===== config.mk =====
export PLATFORM = sky130hd
export DESIGN_NAME = running_baseline_anomaly_check
export DESIGN_NICKNAME = d
export VERILOG_FILES = /design/src/rtl/rbac_pkg.sv /design/src/rtl/rbac_iter.sv /design/src/rtl/running_baseline_anomaly_check.sv
export SDC_FILE = /design/constraint.sdc
export NUM_CORES = 2
export LEC_CHECK = 0
export BUFFER_PORTS_ARGS = -buffer_cell sky130_fd_sc_hd__buf_2
export CORE_AREA = 8 8 317 442
export CTS_BUF_LIST = sky130_fd_sc_hd__clkbuf_4
export DETAILED_ROUTE_END_ITERATION = 12
export DIE_AREA = 0 0 325 450
export PLACE_DENSITY_LB_ADDON = 0.12
export SYNTH_ARGS = -nofsm -noshare
export SYNTH_HDL_FRONTEND = slang
export SYNTH_SLANG_ARGS = --single-unit
export TNS_END_PERCENT = 100

===== constraint.sdc =====
create_clock -name clk_i -period 9.25 [get_ports clk_i]
set_input_delay 1.3875 -clock clk_i [delete_from_list [all_inputs] [get_ports clk_i]]
set_output_delay 1.3875 -clock clk_i [all_outputs]
set_load 0.05 [all_outputs]

===== src/rtl/rbac_pkg.sv =====
// ----------------------------------------------------------------------------
// rbac_pkg
// Shared types and constants for the running baseline anomaly check.
// ----------------------------------------------------------------------------
package rbac_pkg;

  // operation codes carried in the input tuser
  typedef enum logic [1:0] {
    OP_CLEAR = 2'd0,
    OP_ADD   = 2'd1,
    OP_CHECK = 2'd2,
    OP_NONE  = 2'd3
  } op_e;

  // configuration register indexes
  localparam logic [1:0] CFG_BASELINE_ON = 2'd0;
  localparam logic [1:0] CFG_MIN_SAMPLES = 2'd1;
  localparam logic [1:0] CFG_Z_GAIN      = 2'd2;

  // field widths
  localparam int unsigned DataW   = 32;
  localparam int unsigned GuardW  = 16;
  localparam int unsigned MeanW   = DataW + GuardW;
  localparam int unsigned M2W     = 64;
  localparam int unsigned CfgW    = 16;
  localparam int unsigned OutCntW = 16;
  localparam int unsigned StdW    = 31;
  localparam int unsigned InDataW = 72;
  localparam int unsigned OutDataW = 120;

  // default parameter values
  localparam int unsigned CountBitsDef = 16;

  // iterative unit width and step counts
  localparam int unsigned OpW     = 64;
  localparam logic [6:0]  StepsW  = 7'd64;
  localparam logic [6:0]  StepsSq = 7'd32;

  // iterative unit mode
  typedef enum logic [1:0] {
    MODE_DIV  = 2'd0,
    MODE_SQRT = 2'd1,
    MODE_MUL  = 2'd2
  } mode_e;

  // request from sequencer to the iterative unit
  typedef struct packed {
    logic  start;
    mode_e mode;
  } iter_req_t;

  // sequencer states
  typedef enum logic [2:0] {
    ST_IDLE,
    ST_ADD_DIV,
    ST_ADD_MUL,
    ST_CHK_DIV,
    ST_CHK_SQRT,
    ST_CHK_MUL,
    ST_CHK_FIN
  } state_e;

endpackage


===== src/rtl/rbac_iter.sv =====
// ----------------------------------------------------------------------------
// rbac_iter
// Shared iterative unit: restoring divide, bitwise square root and
// shift-add multiply, one bit per cycle; div and sqrt share one subtractor.
// ----------------------------------------------------------------------------
module rbac_iter
  import rbac_pkg::*;
(
  input  logic                clk_i,
  input  logic                rst_ni,
  input  iter_req_t           req_i,
  input  logic [OpW-1:0]      opa_i,
  input  logic [OpW-1:0]      opb_i,
  output logic                done_o,
  output logic [2*OpW-1:0]    res_o
);

  logic              busy_q, busy_d;
  logic              done_q, done_d;
  logic [6:0]        cnt_q, cnt_d;
  mode_e             mode_q, mode_d;
  logic [OpW+1:0]    rem_q, rem_d;
  logic [2*OpW-1:0]  res_q, res_d;
  logic [OpW-1:0]    src_q, src_d;
  logic [OpW-1:0]    opb_q, opb_d;

  logic [OpW+1:0]    trial_a;
  logic [OpW+1:0]    trial_b;
  logic [OpW+2:0]    diff;
  logic              ge;
  logic [2*OpW-1:0]  mac;

  // shared compare and subtract
  always_comb begin
    if (mode_q == MODE_DIV) begin
      trial_a = {rem_q[OpW:0], src_q[OpW-1]};
      trial_b = {2'b00, opb_q};
    end else begin
      trial_a = {rem_q[OpW-1:0], src_q[OpW-1:OpW-2]};
      trial_b = {res_q[OpW-1:0], 2'b01};
    end
    diff = {1'b0, trial_a} - {1'b0, trial_b};
    ge   = ~diff[OpW+2];
    mac  = {res_q[2*OpW-2:0], 1'b0} + (src_q[OpW-1] ? {{OpW{1'b0}}, opb_q} : '0);
  end

  // step control
  always_comb begin
    busy_d = busy_q;
    done_d = 1'b0;
    cnt_d  = cnt_q;
    mode_d = mode_q;
    rem_d  = rem_q;
    res_d  = res_q;
    src_d  = src_q;
    opb_d  = opb_q;
    if (req_i.start) begin
      busy_d = 1'b1;
      mode_d = req_i.mode;
      cnt_d  = (req_i.mode == MODE_SQRT) ? StepsSq : StepsW;
      rem_d  = '0;
      res_d  = '0;
      src_d  = opa_i;
      opb_d  = opb_i;
    end else if (busy_q) begin
      cnt_d = cnt_q - 7'd1;
      if (cnt_q == 7'd1) begin
        busy_d = 1'b0;
        done_d = 1'b1;
      end
      case (mode_q)
        MODE_DIV: begin
          rem_d = ge ? diff[OpW+1:0] : trial_a;
          res_d = {res_q[2*OpW-2:0], ge};
          src_d = {src_q[OpW-2:0], 1'b0};
        end
        MODE_SQRT: begin
          rem_d = ge ? diff[OpW+1:0] : trial_a;
          res_d = {res_q[2*OpW-2:0], ge};
          src_d = {src_q[OpW-3:0], 2'b00};
        end
        MODE_MUL: begin
          res_d = mac;
          src_d = {src_q[OpW-2:0], 1'b0};
        end
        default: begin
          busy_d = 1'b0;
        end
      endcase
    end
  end

  // control registers
  always_ff @(posedge clk_i or negedge rst_ni) begin
    if (!rst_ni) begin
      busy_q <= 1'b0;
      done_q <= 1'b0;
      cnt_q  <= '0;
    end else begin
      busy_q <= busy_d;
      done_q <= done_d;
      cnt_q  <= cnt_d;
    end
  end

  // datapath registers
  always_ff @(posedge clk_i) begin
    mode_q <= mode_d;
    rem_q  <= rem_d;
    res_q  <= res_d;
    src_q  <= src_d;
    opb_q  <= opb_d;
  end

  assign done_o = done_q;
  assign res_o  = res_q;

endmodule


===== src/rtl/running_baseline_anomaly_check.sv =====
// ----------------------------------------------------------------------------
// running_baseline_anomaly_check
// Welford running statistics over history samples with a fixed-limit and
// mean + z * stddev anomaly check.
// ----------------------------------------------------------------------------
// Usage: beats arrive on the s_axis channel; tuser holds the operation
// (clear, add sample, check). Clear and add give no output beat; a check
// gives one beat on m_axis with the anomaly flags, limit, mean, stddev and
// count. Configuration (baseline_on, min_samples, z_gain) is written through
// cfg_we_i / cfg_idx_i / cfg_data_i. The user must write it only while the
// block is idle; the block itself does not enforce this. Clear completes on
// accept. Add runs a 64-step divide of the deviation by the count, then a
// 64-step multiply for M2. A check runs a 64-step divide of M2 by count-1, a
// 32-step square root, one z multiply and one compare; with fewer than two
// samples it skips the divide and the square root.
// The divides, square root and M2 multiply run on one shared iterative unit,
// so s_axis_tready is low while an item is in work.
// Reset clears the statistics and loads the default configuration.
// A check result sits in the output register; if the receiver stalls the
// next item is still taken, and a following check holds at its last step
// until the output register is free.
// ----------------------------------------------------------------------------
module running_baseline_anomaly_check
  import rbac_pkg::*;
#(
  parameter int unsigned COUNT_BITS = CountBitsDef
) (
  input  logic                clk_i,
  input  logic                rst_ni,
  input  logic                s_axis_tvalid,
  output logic                s_axis_tready,
  // sample[31:0], fixed_limit[63:32], history_ok[64], zero fill
  input  logic [InDataW-1:0]  s_axis_tdata,
  // operation[1:0]
  input  logic [1:0]          s_axis_tuser,
  output logic                m_axis_tvalid,
  input  logic                m_axis_tready,
  // anomaly[0], baseline_only[1], baseline_limit[33:2], mean_out[65:34],
  // std_dev[96:66], sample_count[112:97], zero fill
  output logic [OutDataW-1:0] m_axis_tdata,
  input  logic                cfg_we_i,
  input  logic [1:0]          cfg_idx_i,
  input  logic [CfgW-1:0]     cfg_data_i
);

  localparam int unsigned CntExtW = COUNT_BITS + OutCntW;
  localparam logic [COUNT_BITS-1:0] CountMax = {COUNT_BITS{1'b1}};

  // state and configuration
  state_e                  state_q, state_d;
  logic                    bl_on_q;
  logic [CfgW-1:0]         min_q, zg_q;
  logic [COUNT_BITS-1:0]   count_q, count_d;
  logic signed [MeanW-1:0] mean_q, mean_d;
  logic [M2W-1:0]          m2_q, m2_d;

  // per-item working registers
  logic signed [DataW-1:0] val_q, val_d;
  logic signed [DataW-1:0] lim_q, lim_d;
  logic                    hist_q, hist_d;
  logic signed [MeanW:0]   dev_q, dev_d;
  logic [StdW-1:0]         sd_q, sd_d;
  logic [CfgW+StdW-1:0]    prod_q, prod_d;

  // output register
  logic                    ovld_q, ovld_d;
  logic [OutDataW-1:0]     odat_q, odat_d;

  // iterative unit
  iter_req_t               req;
  logic [OpW-1:0]          opa, opb;
  logic                    it_done;
  logic [2*OpW-1:0]        it_res;

  rbac_iter u_iter (
    .clk_i  (clk_i),
    .rst_ni (rst_ni),
    .req_i  (req),
    .opa_i  (opa),
    .opb_i  (opb),
    .done_o (it_done),
    .res_o  (it_res)
  );

  // input fields
  op_e                     in_op;
  logic signed [DataW-1:0] in_val;
  logic signed [DataW-1:0] in_lim;
  logic                    in_hist;
  logic                    in_fire;

  assign in_op   = op_e'(s_axis_tuser);
  assign in_val  = s_axis_tdata[DataW-1:0];
  assign in_lim  = s_axis_tdata[2*DataW-1:DataW];
  assign in_hist = s_axis_tdata[2*DataW];
  assign s_axis_tready = (state_q == ST_IDLE);
  assign in_fire = s_axis_tvalid && s_axis_tready;

  // helpers for the datapath
  logic signed [MeanW-1:0] x_in;
  logic signed [MeanW-1:0] x_val;
  logic signed [MeanW:0]   quot;
  logic signed [MeanW+1:0] mnew_w;
  logic signed [MeanW-1:0] mnew;
  logic signed [MeanW:0]   dev2;
  logic [MeanW:0]          dev_mag, dev2_mag;
  logic [M2W:0]            m2_sum;
  logic [CntExtW-1:0]      cnt_ext, min_ext;
  logic [OutCntW-1:0]      cnt_out;
  logic signed [DataW-1:0] mean32;
  logic signed [DataW+9:0] blim_w;
  logic signed [DataW-1:0] blim;
  logic                    use_bl, limit_hit, base_hit;

  always_comb begin
    x_in     = {in_val, {GuardW{1'b0}}};
    x_val    = {val_q, {GuardW{1'b0}}};
    dev_mag  = dev_q[MeanW] ? (MeanW+1)'(-dev_q) : dev_q;
    quot     = dev_q[MeanW] ? -$signed(it_res[MeanW:0]) : $signed(it_res[MeanW:0]);
    mnew_w   = (MeanW+2)'(mean_q) + (MeanW+2)'(quot);
    mnew     = mnew_w[MeanW-1:0];
    dev2     = (MeanW+1)'(x_val) - (MeanW+1)'(mnew);
    dev2_mag = dev2[MeanW] ? (MeanW+1)'(-dev2) : dev2;
    m2_sum   = {1'b0, m2_q} + {1'b0, it_res[M2W+31:32]};
    cnt_ext  = CntExtW'(count_q);
    min_ext  = CntExtW'(min_q);
    cnt_out  = (cnt_ext > CntExtW'({OutCntW{1'b1}})) ? {OutCntW{1'b1}} : cnt_ext[OutCntW-1:0];
    mean32   = mean_q[MeanW-1:GuardW];
    blim_w   = (DataW+10)'(mean32) + (DataW+10)'({1'b0, prod_q[CfgW+StdW-1:8]});
    use_bl   = bl_on_q && hist_q && (cnt_ext >= min_ext) && (sd_q != '0);
    blim     = '0;
    if (use_bl) begin
      blim = (blim_w > (DataW+10)'(32'sh7FFFFFFF)) ? 32'sh7FFFFFFF : blim_w[DataW-1:0];
    end
    limit_hit = val_q > lim_q;
    base_hit  = use_bl && (val_q > blim);
  end

  // sequencer
  always_comb begin
    state_d  = state_q;
    count_d  = count_q;
    mean_d   = mean_q;
    m2_d     = m2_q;
    val_d    = val_q;
    lim_d    = lim_q;
    hist_d   = hist_q;
    dev_d    = dev_q;
    sd_d     = sd_q;
    prod_d   = prod_q;
    ovld_d   = ovld_q && !m_axis_tready;
    odat_d   = odat_q;
    req      = '{start: 1'b0, mode: MODE_DIV};
    opa      = '0;
    opb      = '0;
    case (state_q)
      ST_IDLE: begin
        if (in_fire) begin
          val_d  = in_val;
          lim_d  = in_lim;
          hist_d = in_hist;
          case (in_op)
            OP_CLEAR: begin
              count_d = '0;
              mean_d  = '0;
              m2_d    = '0;
            end
            OP_ADD: begin
              if (count_q != CountMax) begin
                count_d = count_q + 1'b1;
                dev_d   = (MeanW+1)'(x_in) - (MeanW+1)'(mean_q);
                opa     = OpW'(((MeanW+1)'(x_in) - (MeanW+1)'(mean_q)) < 0 ?
                          (MeanW+1)'(-((MeanW+1)'(x_in) - (MeanW+1)'(mean_q))) :
                          ((MeanW+1)'(x_in) - (MeanW+1)'(mean_q)));
                opb     = OpW'(count_d);
                req     = '{start: 1'b1, mode: MODE_DIV};
                state_d = ST_ADD_DIV;
              end
            end
            OP_CHECK: begin
              if (count_q < COUNT_BITS'(2)) begin
                sd_d    = '0;
                state_d = ST_CHK_MUL;
              end else begin
                opa     = m2_q;
                opb     = OpW'(count_q - 1'b1);
                req     = '{start: 1'b1, mode: MODE_DIV};
                state_d = ST_CHK_DIV;
              end
            end
            default: begin
              state_d = ST_IDLE;
            end
          endcase
        end
      end
      ST_ADD_DIV: begin
        if (it_done) begin
          mean_d  = mnew;
          opa     = OpW'(dev_mag);
          opb     = OpW'(dev2_mag);
          req     = '{start: 1'b1, mode: MODE_MUL};
          state_d = ST_ADD_MUL;
        end
      end
      ST_ADD_MUL: begin
        if (it_done) begin
          m2_d    = m2_sum[M2W] ? {M2W{1'b1}} : m2_sum[M2W-1:0];
          state_d = ST_IDLE;
        end
      end
      ST_CHK_DIV: begin
        if (it_done) begin
          opa     = it_res[OpW-1:0];
          req     = '{start: 1'b1, mode: MODE_SQRT};
          state_d = ST_CHK_SQRT;
        end
      end
      ST_CHK_SQRT: begin
        if (it_done) begin
          sd_d    = it_res[StdW] ? {StdW{1'b1}} : it_res[StdW-1:0];
          state_d = ST_CHK_MUL;
        end
      end
      ST_CHK_MUL: begin
        prod_d  = zg_q * sd_q;
        state_d = ST_CHK_FIN;
      end
      ST_CHK_FIN: begin
        if (!ovld_q || m_axis_tready) begin
          ovld_d  = 1'b1;
          odat_d  = OutDataW'({cnt_out, sd_q, mean32, blim,
                               base_hit && !limit_hit, limit_hit || base_hit});
          state_d = ST_IDLE;
        end
      end
      default: begin
        state_d = ST_IDLE;
      end
    endcase
  end

  // control and statistics registers
  always_ff @(posedge clk_i or negedge rst_ni) begin
    if (!rst_ni) begin
      state_q <= ST_IDLE;
      count_q <= '0;
      mean_q  <= '0;
      m2_q    <= '0;
      ovld_q  <= 1'b0;
      bl_on_q <= 1'b1;
      min_q   <= CfgW'(10);
      zg_q    <= CfgW'(768);
    end else begin
      state_q <= state_d;
      count_q <= count_d;
      mean_q  <= mean_d;
      m2_q    <= m2_d;
      ovld_q  <= ovld_d;
      if (cfg_we_i) begin
        case (cfg_idx_i)
          CFG_BASELINE_ON: bl_on_q <= cfg_data_i[0];
          CFG_MIN_SAMPLES: min_q   <= cfg_data_i;
          CFG_Z_GAIN:      zg_q    <= cfg_data_i;
          default:         bl_on_q <= bl_on_q;
        endcase
      end
    end
  end

  // working registers
  always_ff @(posedge clk_i) begin
    val_q  <= val_d;
    lim_q  <= lim_d;
    hist_q <= hist_d;
    dev_q  <= dev_d;
    sd_q   <= sd_d;
    prod_q <= prod_d;
    odat_q <= odat_d;
  end

  assign m_axis_tvalid = ovld_q;
  assign m_axis_tdata  = odat_q;

endmodule


==> out/metrics.cfg <==
[run]
maxCapViolations=0

[yosys]
yosys-top-cells-count=1171 x nand2_1, 645 x inv_1, 582 x o21ai_0
netlist_area_mm2=0.07291
synth_top_cell_by_area=edfxtp_1
synth_top_cells_by_area=edfxtp_1 17%, fa_1 11%, ha_1 9.5%
synth_async_sr_flop_share_pct=23.26
ys_ff_latch=748
synth.most_common_cell=nand2_1
yosysUniqueCellTypes=104
synth_top_area_share_pct=17.01
ys_seq_area_share_pct=27.41
ys_warn_count=0
synth_cells=8390
synth-edff-count=413
ys.flop_type=edfxtp_1
avgSynthCellArea_um2=8.690

[clock_network]
cts_buffer_depth=3
clk_latency_ns=1.32
clk_pin_slew_ns=0.07
root_buffer=clkbuf_4
post-cts-setup-buffers=0
numClockSinks=748
hold_buffers=0
cts-buffers-inserted=197
cts_resized=0
cts_tree=yes
h-tree-depth=4

[setup_path]
path_max_fanout=8
reg2reg_from=u_iter.res_o[6]$_SDFFE_PP0P_
r2r_setup_slack_ns=0.57
r2r-end=u_iter.opb_q[47]$_DFFE_PP_
crit_top_cell=a21oi_1
crit_type=flip-flop to flip-flop
crit_arrival_ns=9.67
crit_slowest_cell=or4_1
critPathMaxStageDelay_ns=0.69
reg2reg_depth=29
worstPathRequired_ns=10.24
critPathCaptureType=flip-flop
startpoint_type=flip-flop
setup.worst_path.start=u_iter.res_o[6]$_SDFFE_PP0P_

[timing]
fin_crit_ns=8.676
fin_crit_sh_pct=93.80
fin_skew_ns=0.1019
setup_slack_ns=0.5739
tns_ns=0
rsz0062_at_grt=false
fmax_mhz=115.3
hold_viol=0
setup_viol=0
slew_headroom_pct=18.10
worstMarginPinSlew_ns=1.226
maxSlewViolCount=0

[route]
drcViolationCount=0
first_pass_iters=8
ant_nets=0
first_iter_violations=4838
viasPerCell=6.179
wl_per_cell_um=24.21
vias=64450
wl_um=252600

[global_routing]
grt_antenna_before_repair=5
gr-max-usage-layer=met2
gr-usage-met1_pct=37.89
grt_usage_pct=33.55
grt_max_degree=100
grt_pass1_wl_um=383500
grt_util_met3_pct=5.464
grt.overflow.total=0
grt_pass1_vias=64520
globalRouteMet2Util_pct=58.34

[cells_and_area]
nets=9537
layout.cells.non_filler=10430
stdcell_area_mm2=0.07859
drive_above_1_share_pct=10.04
syn_to_final_growth_pct=7.791

[floorplanning]
die_area_mm2=0.1463
io_pins=219
die-width_um=325
std_cell_rows=159
start_util_pct=54.62
core-area_mm2=0.1335
die_h_um=450

[placed_design]
io_buffers=204
dpl.hpwl_um=193600
placed_cell_area_mm2=0.07574
routabilityCongestion=1.005
dp_cells=10050
pre_cts_ws_ns=0.4794

[run_status]
status=finished, final reports clean

[hold_path]
hold_path_class=primary input to async pin

==> per-layer routing <==
metal,part of all wire [%],up-vias
li1,-,29820
met1,37,31410
met2,49,2420
met3,6.2,798
met4,7.8,0
met5,0,-
==> logic make-up after synthesis <==
logic type,count (synthesis),share of synthesized area (%)
buf+inv,1132,5.916
mux,196,2.799
xor+xnor,572,6.882
other cells,1,0.005144
flops,748,27.41
simple gates,2578,16.87
fa+ha+maj,962,20.71
compound gates,2201,19.41
==> area by class of cell <==
| cell class | count | area [um^2] |
|---|---|---|
| Antenna cell | 10 | 25.02 |
| Clock buffer | 278 | 2087 |
| Clock inverter | 92 | 711.9 |
| Fill cell | 12160 | 54900 |
| Inverter | 645 | 2426 |
| Multi-Input combinational cell | 6516 | 48820 |
| Sequential cell | 748 | 19990 |
| Tap cell | 1771 | 2216 |
| Timing Repair Buffer | 370 | 2313 |
==> state kept, by name, summed over array words and instances, names as in the netlist, 32 cells and up <==
register,flops
dev_q,49
lim_q,32
m2_q,64
m_axis_tdata,113
mean_q,48
prod_q,39
u_iter.opb_q,50
u_iter.rem_q,65
u_iter.res_o,96
u_iter.src_q,64
val_q,32
==> worst max-delay path: cells and delay by family, from the launching register on <==
family	cells	cell delay (ns)
AO/OA/AOI/OAI	16	4.12
XOR/XNOR	4	0.76
adder cells (fa/ha/maj)	2	0.63
flip-flops	1	0.31
AND/OR/NAND/NOR	7	2.56
==> cell usage in the layout, fill, tap and decap left out, types with 63 or more instances in the layout <==
master,n
nand2_1,1168
inv_1,643
o21ai_0,582
ha_1,554
a21oi_1,532
edfxtp_1,413
fa_1,408
xnor2_1,385
nor2_1,372
clkbuf_4,278
a21o_1,238
and2_1,214
buf_2,203
xor2_1,186
dfrtp_1,169
buf_4,163
dfxtp_1,161
mux2i_1,133
nand3_1,121
o21a_1,121
nor3_1,113
nor2b_1,98
a211oi_1,94
a31oi_1,79
nand2b_1,74
nand4_1,73
and3_1,68
mux2_2,63
==> worst max-delay path by stage <==
stage | endpoint | slack [ns] | cells past startpoint
after floorplan | u_iter.opb_q[46]$_DFFE_PP_ | 1.71 | 30
after global placement | u_iter.opb_q[15]$_DFFE_PP_ | 0.54 | 31
after detailed placement | u_iter.opb_q[47]$_DFFE_PP_ | 0.48 | 32
after CTS | u_iter.opb_q[47]$_DFFE_PP_ | 0.47 | 29
after global routing | u_iter.opb_q[47]$_DFFE_PP_ | 0.06 | 32
final | u_iter.opb_q[47]$_DFFE_PP_ | 0.57 | 29
==> metrics by stage <==
stage	util, %	hold slack (ns)
after floorplan	-	0.4244
after global placement	56.74	0.4572
after detailed placement	56.74	0.4651
after CTS	58.83	0.08820
after global routing	58.87	0.1359
final	58.87	0.1580
Power is not shown: default switching activity piles up to over one toggle a cycle in this logic, so the estimate is an artifact.
